[src/rtl/core/cpr_pkg.sv]
// ----------------------------------------------------------------------------
// cpr_pkg
// Shared constants for the clock page replacement block.
// ----------------------------------------------------------------------------
package cpr_pkg;

    localparam int OCC_W  = 4;
    localparam int VICT_W = 20;
    localparam int CFG_W  = 4;

    localparam logic [CFG_W-1:0] ACTIVE_RESET = 4'd8;

    localparam logic KIND_ACCESS = 1'b0;
    localparam logic KIND_FAULT  = 1'b1;

endpackage

[src/rtl/core/cpr_if.sv]
// ----------------------------------------------------------------------------
// cpr_if
// Channels of the clock page replacement block: item in, result out, config.
// ----------------------------------------------------------------------------
interface cpr_in_if #(parameter int PAGE_BITS = 20);
    logic                 valid;
    logic                 ready;
    logic                 kind;
    logic [PAGE_BITS-1:0] page_number;

    modport source (output valid, output kind, output page_number, input ready);
    modport sink   (input valid, input kind, input page_number, output ready);
endinterface

interface cpr_out_if;
    import cpr_pkg::*;
    logic              valid;
    logic              ready;
    logic              hit;
    logic              evicted;
    logic [VICT_W-1:0] victim_page;
    logic [OCC_W-1:0]  occupancy;

    modport source (output valid, output hit, output evicted, output victim_page,
                    output occupancy, input ready);
    modport sink   (input valid, input hit, input evicted, input victim_page,
                    input occupancy, output ready);
endinterface

interface cpr_cfg_if;
    import cpr_pkg::*;
    logic             valid;
    logic             ready;
    logic [CFG_W-1:0] data;

    modport source (output valid, output data, input ready);
    modport sink   (input valid, input data, output ready);
endinterface

[src/rtl/core/clock_page_replacement.sv]
// ----------------------------------------------------------------------------
// clock_page_replacement
// Second chance working set: a ring of page slots with reference bits and a
// clock hand, walked one slot per cycle by a small sequencer.
// ----------------------------------------------------------------------------
// Sequence from accept to the result beat: a fault into a free slot writes it
// and goes to done; an access scans the filled slots, one slot compared a cycle;
// an eviction sweeps, clearing set bits, then captures the victim. Output stalls hold done.
// Throughput: one item at a time; the next beat is taken once the sequencer
// is back in idle, while the previous result may still wait at the output.
// Reset: reference bits, hand and fill count clear, active size returns to 8.
// ----------------------------------------------------------------------------
module clock_page_replacement
    import cpr_pkg::*;
#(
    parameter int SLOTS     = 8,
    parameter int PAGE_BITS = 20
) (
    input  logic      i_clk,
    input  logic      i_rst_n,
    cpr_in_if.sink    i_item,
    cpr_out_if.source o_result,
    cpr_cfg_if.sink   i_cfg
);

    localparam int SLOT_W = (SLOTS > 1) ? $clog2(SLOTS) : 1;
    localparam int CNT_W  = $clog2(SLOTS + 1);
    localparam int CMP_W  = (CNT_W > CFG_W) ? CNT_W : CFG_W;

    localparam logic [2:0] S_IDLE  = 3'd0;
    localparam logic [2:0] S_SCAN  = 3'd1;
    localparam logic [2:0] S_SWEEP = 3'd2;
    localparam logic [2:0] S_VCAP  = 3'd3;
    localparam logic [2:0] S_DONE  = 3'd4;

    function automatic logic [SLOT_W-1:0] adv(input logic [SLOT_W-1:0] h,
                                              input logic [CNT_W-1:0]  n);
        logic [CNT_W-1:0] nx;
        nx = CNT_W'(h) + 1'b1;
        adv = (nx == n) ? '0 : nx[SLOT_W-1:0];
    endfunction

    // control state
    logic [2:0]        r_state,     n_state;
    logic [CNT_W-1:0]  r_fill,      n_fill;
    logic [SLOT_W-1:0] r_hand,      n_hand;
    logic [SLOTS-1:0]  r_ref,       n_ref;
    logic [CFG_W-1:0]  r_active;
    logic              r_out_valid, n_out_valid;
    logic              r_cmp_vld,   n_cmp_vld;

    // working registers
    logic [PAGE_BITS-1:0] r_page;
    logic [CNT_W-1:0]     r_idx,     n_idx;
    logic [CNT_W-1:0]     r_steps,   n_steps;
    logic [SLOT_W-1:0]    r_h,       n_h;
    logic [SLOT_W-1:0]    r_cmp_idx, n_cmp_idx;
    logic                 r_hit,     n_hit;
    logic                 r_evict,   n_evict;
    logic [VICT_W-1:0]    r_victim,  n_victim;

    // output register
    logic              r_o_hit;
    logic              r_o_evict;
    logic [VICT_W-1:0] r_o_victim;
    logic [OCC_W-1:0]  r_o_occ;

    // page store
    logic [PAGE_BITS-1:0] mem_page [SLOTS];
    logic [PAGE_BITS-1:0] r_rd_data;
    logic                 mem_re;
    logic [SLOT_W-1:0]    mem_raddr;
    logic                 mem_we;
    logic [SLOT_W-1:0]    mem_waddr;
    logic [PAGE_BITS-1:0] mem_wdata;

    logic [CMP_W-1:0] eff_active;
    logic             accept;
    logic             out_load;
    logic             issue;
    logic             has_room;

    assign i_item.ready = (r_state == S_IDLE);
    assign i_cfg.ready  = 1'b1;
    assign accept       = i_item.valid && (r_state == S_IDLE);

    assign o_result.valid       = r_out_valid;
    assign o_result.hit         = r_o_hit;
    assign o_result.evicted     = r_o_evict;
    assign o_result.victim_page = r_o_victim;
    assign o_result.occupancy   = r_o_occ;

    // active size: zero reads as one, saturate at the ring size
    always_comb begin
        if (r_active == '0) begin
            eff_active = CMP_W'(1);
        end else if (CMP_W'(r_active) > CMP_W'(SLOTS)) begin
            eff_active = CMP_W'(SLOTS);
        end else begin
            eff_active = CMP_W'(r_active);
        end
    end

    assign has_room = CMP_W'(r_fill) < eff_active;
    assign issue    = (r_idx < r_fill);
    assign out_load = (r_state == S_DONE) && (!r_out_valid || o_result.ready);

    always_comb begin
        n_state     = r_state;
        n_fill      = r_fill;
        n_hand      = r_hand;
        n_ref       = r_ref;
        n_out_valid = r_out_valid && !o_result.ready;
        n_cmp_vld   = 1'b0;
        n_idx       = r_idx;
        n_steps     = r_steps;
        n_h         = r_h;
        n_cmp_idx   = r_cmp_idx;
        n_hit       = r_hit;
        n_evict     = r_evict;
        n_victim    = r_victim;
        mem_re      = 1'b0;
        mem_raddr   = r_h;
        mem_we      = 1'b0;
        mem_waddr   = r_h;
        mem_wdata   = r_page;

        case (r_state)
            S_IDLE: begin
                if (accept) begin
                    n_hit    = 1'b0;
                    n_evict  = 1'b0;
                    n_victim = '0;
                    if (i_item.kind == KIND_ACCESS) begin
                        n_idx   = '0;
                        n_state = S_SCAN;
                    end else if (has_room) begin
                        mem_we                       = 1'b1;
                        mem_waddr                    = r_fill[SLOT_W-1:0];
                        mem_wdata                    = i_item.page_number;
                        n_ref[r_fill[SLOT_W-1:0]]    = 1'b1;
                        n_fill                       = r_fill + 1'b1;
                        n_state                      = S_DONE;
                    end else begin
                        n_h     = r_hand;
                        n_steps = '0;
                        n_state = S_SWEEP;
                    end
                end
            end
            S_SCAN: begin
                // read one slot a cycle, compare the one read the cycle before
                if (issue) begin
                    mem_re    = 1'b1;
                    mem_raddr = r_idx[SLOT_W-1:0];
                    n_idx     = r_idx + 1'b1;
                    n_cmp_vld = 1'b1;
                    n_cmp_idx = r_idx[SLOT_W-1:0];
                end
                if (r_cmp_vld && (r_rd_data == r_page)) begin
                    n_ref[r_cmp_idx] = 1'b1;
                    n_hit            = 1'b1;
                end
                if (!issue && !r_cmp_vld) begin
                    n_state = S_DONE;
                end
            end
            S_SWEEP: begin
                // a full turn lands back on the starting slot
                if ((r_steps == r_fill) || !r_ref[r_h]) begin
                    mem_re    = 1'b1;
                    mem_raddr = r_h;
                    n_state   = S_VCAP;
                end else begin
                    n_ref[r_h] = 1'b0;
                    n_h        = adv(r_h, r_fill);
                    n_steps    = r_steps + 1'b1;
                end
            end
            S_VCAP: begin
                n_victim   = VICT_W'(r_rd_data);
                n_evict    = 1'b1;
                mem_we     = 1'b1;
                mem_waddr  = r_h;
                n_ref[r_h] = 1'b1;
                n_hand     = adv(r_h, r_fill);
                n_state    = S_DONE;
            end
            S_DONE: begin
                if (out_load) begin
                    n_out_valid = 1'b1;
                    n_state     = S_IDLE;
                end
            end
            default: begin
                n_state = S_IDLE;
            end
        endcase
    end

    always_ff @(posedge i_clk) begin
        if (!i_rst_n) begin
            r_state     <= S_IDLE;
            r_fill      <= '0;
            r_hand      <= '0;
            r_ref       <= '0;
            r_active    <= ACTIVE_RESET;
            r_out_valid <= 1'b0;
            r_cmp_vld   <= 1'b0;
        end else begin
            r_state     <= n_state;
            r_fill      <= n_fill;
            r_hand      <= n_hand;
            r_ref       <= n_ref;
            r_out_valid <= n_out_valid;
            r_cmp_vld   <= n_cmp_vld;
            if (i_cfg.valid) begin
                r_active <= i_cfg.data;
            end
        end
    end

    always_ff @(posedge i_clk) begin
        if (accept) begin
            r_page <= i_item.page_number;
        end
        r_idx     <= n_idx;
        r_steps   <= n_steps;
        r_h       <= n_h;
        r_cmp_idx <= n_cmp_idx;
        r_hit     <= n_hit;
        r_evict   <= n_evict;
        r_victim  <= n_victim;
        if (out_load) begin
            r_o_hit    <= r_hit;
            r_o_evict  <= r_evict;
            r_o_victim <= r_victim;
            r_o_occ    <= OCC_W'(r_fill);
        end
    end

    always_ff @(posedge i_clk) begin
        if (mem_we) begin
            mem_page[mem_waddr] <= mem_wdata;
        end
        if (mem_re) begin
            r_rd_data <= mem_page[mem_raddr];
        end
    end

endmodule

[src/flat_wrapper.sv]
// flat-port wrapper written by rule: the top's interface ports become plain ports
module clock_page_replacement_flat import cpr_pkg::*;
#(
    parameter int SLOTS     = 8,
    parameter int PAGE_BITS = 20
)
  (i_clk, i_rst_n, i_item_valid, i_item_kind, i_item_page_number, i_item_ready, o_result_valid, o_result_hit, o_result_evicted, o_result_victim_page, o_result_occupancy, o_result_ready, i_cfg_valid, i_cfg_data, i_cfg_ready);
  cpr_in_if #(.PAGE_BITS(PAGE_BITS)) i_item_i ();
  cpr_out_if o_result_i ();
  cpr_cfg_if i_cfg_i ();
  input  logic i_clk;
  input  logic i_rst_n;
  input wire logic [$bits(i_item_i.valid)-1:0] i_item_valid;
  input wire logic [$bits(i_item_i.kind)-1:0] i_item_kind;
  input wire logic [$bits(i_item_i.page_number)-1:0] i_item_page_number;
  output wire logic [$bits(i_item_i.ready)-1:0] i_item_ready;
  output wire logic [$bits(o_result_i.valid)-1:0] o_result_valid;
  output wire logic [$bits(o_result_i.hit)-1:0] o_result_hit;
  output wire logic [$bits(o_result_i.evicted)-1:0] o_result_evicted;
  output wire logic [$bits(o_result_i.victim_page)-1:0] o_result_victim_page;
  output wire logic [$bits(o_result_i.occupancy)-1:0] o_result_occupancy;
  input wire logic [$bits(o_result_i.ready)-1:0] o_result_ready;
  input wire logic [$bits(i_cfg_i.valid)-1:0] i_cfg_valid;
  input wire logic [$bits(i_cfg_i.data)-1:0] i_cfg_data;
  output wire logic [$bits(i_cfg_i.ready)-1:0] i_cfg_ready;
  assign i_item_i.valid = i_item_valid;
  assign i_item_i.kind = i_item_kind;
  assign i_item_i.page_number = i_item_page_number;
  assign i_item_ready = i_item_i.ready;
  assign o_result_valid = o_result_i.valid;
  assign o_result_hit = o_result_i.hit;
  assign o_result_evicted = o_result_i.evicted;
  assign o_result_victim_page = o_result_i.victim_page;
  assign o_result_occupancy = o_result_i.occupancy;
  assign o_result_i.ready = o_result_ready;
  assign i_cfg_i.valid = i_cfg_valid;
  assign i_cfg_i.data = i_cfg_data;
  assign i_cfg_ready = i_cfg_i.ready;
  clock_page_replacement #(.SLOTS(SLOTS), .PAGE_BITS(PAGE_BITS)) u_core (.i_clk(i_clk), .i_rst_n(i_rst_n), .i_item(i_item_i), .o_result(o_result_i), .i_cfg(i_cfg_i));
endmodule
[config.mk]
export PLATFORM = sky130hd
export DESIGN_NAME = clock_page_replacement_flat
export DESIGN_NICKNAME = d
export VERILOG_FILES = /design/src/rtl/core/cpr_pkg.sv /design/src/rtl/core/cpr_if.sv /design/src/rtl/core/clock_page_replacement.sv /design/src/flat_wrapper.sv
export SDC_FILE = /design/constraint.sdc
export NUM_CORES = 1
export LEC_CHECK = 0
export BUFFER_PORTS_ARGS = -buffer_cell sky130_fd_sc_hd__buf_2
export CORE_MARGIN = 1.5
export CORE_UTILIZATION = 30
export CTS_CLUSTER_DIAMETER = 40
export DETAILED_ROUTE_END_ITERATION = 10
export PLACE_DENSITY_LB_ADDON = 0.05
export SLEW_MARGIN = 20
export SYNTH_ARGS = -nofsm -noshare
export SYNTH_HDL_FRONTEND = slang
export SYNTH_SLANG_ARGS = --single-unit
[constraint.sdc]
create_clock -name i_clk -period 8 [get_ports i_clk]
set_input_delay 1.6 -clock i_clk [delete_from_list [all_inputs] [get_ports i_clk]]
set_output_delay 1.6 -clock i_clk [all_outputs]
set_load 0.005 [all_outputs]
==> results.py <==
metrics = {
    "global_routing": {
        "grt_pass1_wl_um": 61970,
        "grt_usage_pct": 17.33,
        "grt_pass1_vias": 9592,
        "antenna_found_initial": 0,
        "grt-ovfl-total": 0,
        "grt_max_degree": 88,
    },
    "critical_path": {
        "required_ps": 8360,
        "reg2reg_slack_ps": 4000,
        "path_delay_family": "buffers and inverters",
        "cp-endpoint": "u_core.r_rd_data[16]$_DFFE_PP_",
        "critPathSlowestCell": "buf_4",
        "worstRegToRegCells": 11,
        "crit_type": "reg2reg",
        "path_buf_inv": 4,
        "worstPathArrival_ps": 4360,
        "path_depth": 11,
        "r2r-end": "u_core.r_rd_data[16]$_DFFE_PP_",
        "crit_chain": "inv_1 -> ha_1 -> nor4b_4 -> buf_4 -> nand2b_1 -> mux2i_4 -> buf_4 -> buf_4 -> a221oi_1 -> a22o_1 -> a211oi_1",
        "cp-start-kind": "flip-flop",
        "slowest_delay_ps": 670,
        "critPathLaunch": "u_core.r_fill[3]$_SDFFE_PN0P_",
        "cp_common_cell": "buf_4",
        "r2r-start": "u_core.r_fill[3]$_SDFFE_PN0P_",
        "end_kind": "flip-flop",
        "cp_max_fo": 57,
    },
    "die": {
        "ios": 59,
        "initial_core_util_pct": 30.35,
        "dieArea_um2": 48420,
        "floorplan.rows": 79,
        "fp.coreArea_um2": 46560,
        "die_y_um": 220.0,
        "fp.dieW_um": 220.0,
    },
    "synthesis": {
        "synth_area_leaders": "edfxtp_1 56%, mux2i_1 12%, a221oi_1 3.8%",
        "yosysUniqueCellTypes": 65,
        "synth_edf_count": 262,
        "netlist.area_leader.share_pct": 55.68,
        "ys_seq_area_share_pct": 59.08,
        "yosys.area.top_type": "edfxtp_1",
        "synth_nets": 1152,
        "ys_warn_count": 0,
        "async_flop_share_pct": 0,
        "ys_seq_elements": 286,
        "yosysMostFrequentCell": "edfxtp_1",
        "postSynthCellCount": 1112,
        "yosys-top-cells-count": "262 x edfxtp_1, 171 x mux2i_1, 97 x nand2_1, 82 x o22ai_1, 61 x a221oi_1",
        "synthesis.area_um2": 14130,
        "syn_avg_cell_area_um2": 12.71,
        "synth_ff_type": "edfxtp_1",
    },
    "place": {
        "dp_hpwl_um": 25310,
        "preCtsSetupSlack_ps": 3742,
        "portBuffers": 57,
        "place_congestion": 0.7672,
        "placed_cell_area_um2": 15110,
    },
    "clock_network": {
        "holdBufCountCts": 0,
        "cts_root_buffer": "clkbuf_16",
        "cts_num_sinks": 286,
        "cts_max_level": 2,
        "path_clk_slew_ps": 60,
        "cts_tree": "done",
        "postCtsSetupRepairBufs": 0,
        "clk_latency_ps": 590,
        "cts_buffers": 54,
        "ctsLongestPathBuffers": 3,
        "cts.repair.resized": 0,
    },
    "flow_run": {
        "max_cap_viol_count": 0,
    },
    "status": {
        "status": "completed",
    },
    "hold_path": {
        "min_path_cells": 0,
        "hold_path_class": "reg2reg",
    },
    "cells_and_area": {
        "area_growth_pct": 20.19,
        "layout-drive-gt1-share_pct": 16.53,
        "design_area_um2": 16980,
        "num_antenna_cells": 0,
        "fin_nets": 1210,
    },
    "sta": {
        "worst_slew_margin_rel_pct": 29.55,
        "worst_pin_slew_ps": 1057,
        "final_hold_viol_count": 0,
        "period_minus_slack_ps": 3996,
        "grt_setup_unrepaired": "false",
        "fin_setup_tns_ps": 0,
        "finClkSkew_ps": 21.10,
        "final_max_slew_viol_count": 0,
        "fin_ws_ps": 4004,
        "finalSetupViolCount": 0,
        "min_period_over_period_pct": 49.95,
        "fmaxAchievable_mhz": 250.3,
    },
    "route": {
        "routedWlPerCell_um": 22.90,
        "vias": 9786,
        "dr.pass1.iters": 5,
        "ant_nets": 0,
        "drc_errors": 0,
        "wirelength_um": 41750,
        "dr.first_iter.drc_count": 695,
        "vias_per_cell": 5.368,
    },
    "pwr": {
        "fin_total_pwr_uw": 4931,
        "leakage_uw": 0.006085,
        "power_density_nw_per_um2": 290.4,
        "vdd_drop_max_uv": 173.0,
    },
}
[through the flow]
stage	cells	utilization, %	hold slack [ps]
floorplan	1112	-	400.3
global placement	1721	32.44	400.7
detailed placement	1721	32.46	405.4
CTS	1823	36.48	418.6
global route	1823	36.48	419.9
finish	1823	36.48	416.6
[worst reg2reg max path: cells and delay by family, from the launching register on]
| family | cells | cell delay, ps |
|---|---|---|
| AOI/OAI and AO/OA | 3 | 880 |
| adders and majority gates | 1 | 230 |
| buffers and inverters | 4 | 1630 |
| DFF | 1 | 470 |
| muxes | 1 | 160 |
| and+or+nand+nor | 2 | 410 |
[cell type report]
cell class,instances,area (um2)
Inverter,15,56.30
Fill cell,4446,29570
Sequential cell,286,8348
Timing Repair Buffer,85,508.0
Tap cell,607,759.5
Clock inverter,36,412.9
Multi-Input combinational cell,728,5439
Clock buffer,66,1460
[how the worst min path moves through the flow]
stage                                                 start                                         to  slack, ps
after floorplan                    u_core.r_evict$_DFFE_PP_          u_core.o_result.evicted$_DFFE_PP_        400
after CTS                 u_core.r_victim[18]$_SDFFCE_PN0P_  u_core.o_result.victim_page[18]$_DFFE_PP_        420
final                      u_core.r_victim[4]$_SDFFCE_PN0P_   u_core.o_result.victim_page[4]$_DFFE_PP_        420
after detailed placement  u_core.r_victim[18]$_SDFFCE_PN0P_  u_core.o_result.victim_page[18]$_DFFE_PP_        410
after global placement     u_core.r_victim[4]$_SDFFCE_PN0P_   u_core.o_result.victim_page[4]$_DFFE_PP_        400
after global routing       u_core.r_victim[6]$_SDFFCE_PN0P_   u_core.o_result.victim_page[6]$_DFFE_PP_        420
[routing by layer]
layer	vias up	track usage [%]	share of wire, %
met5	-	0	0
li1	4530	-	-
met2	242	25.89	43
met1	4948	25.40	50
met4	0	4.694	2.0
met3	66	3.285	4.7
[sequential cells by signal, indices dropped and copies added (netlist names), 3 cells and up]
signal,flops
u_core.mem_page,160
u_core.o_result.occupancy,4
u_core.o_result.victim_page,20
u_core.r_active,4
u_core.r_cmp_idx,3
u_core.r_fill,4
u_core.r_h,3
u_core.r_hand,3
u_core.r_idx,4
u_core.r_page,20
u_core.r_rd_data,20
u_core.r_ref,8
u_core.r_state,3
u_core.r_steps,4
u_core.r_victim,20
[kinds of logic after synthesis]
logic type | share of synthesized area [%]
other cells | 0.02654
xor+xnor | 2.107
flops | 59.08
simple gates | 8.190
mux | 12.75
fa+ha+maj | 0.8854
compound gates | 13.96
buf+inv | 3.002
[power breakdown]
| part | total [uW] | switching, uW | internal, uW |
|---|---|---|---|
| combinational | 758 | 498 | 261 |
| sequential | 1850 | 56.8 | 1790 |
| clock | 2330 | 796 | 1530 |
| total | 4930 | 1350 | 3580 |
[layout by cell type, fill, tap and decap left out, types with 6 or more instances in the layout]
| cell type | count |
|---|---|
| edfxtp_1 | 262 |
| mux2i_1 | 166 |
| nand2_1 | 96 |
| o22ai_1 | 82 |
| a221oi_1 | 61 |
| clkbuf_16 | 57 |
| buf_2 | 57 |
| nor2_1 | 50 |
| xnor2_1 | 27 |
| buf_4 | 27 |
| and2_1 | 25 |
| dfxtp_1 | 24 |
| a211oi_1 | 22 |
| a22o_1 | 20 |
| a221o_1 | 20 |
| a21oi_1 | 15 |
| inv_1 | 13 |
| ha_1 | 10 |
| nand3_1 | 9 |
| clkbuf_1 | 9 |
| o21ai_0 | 8 |
| nor3_1 | 8 |
| clkinvlp_4 | 8 |
| nor2b_1 | 7 |
| nand2b_1 | 7 |
| or3_1 | 7 |
| xor2_1 | 7 |
| bufinv_16 | 7 |
| inv_6 | 7 |
| clkinv_1 | 6 |
Note: power is estimated with default switching activity, not from simulation.
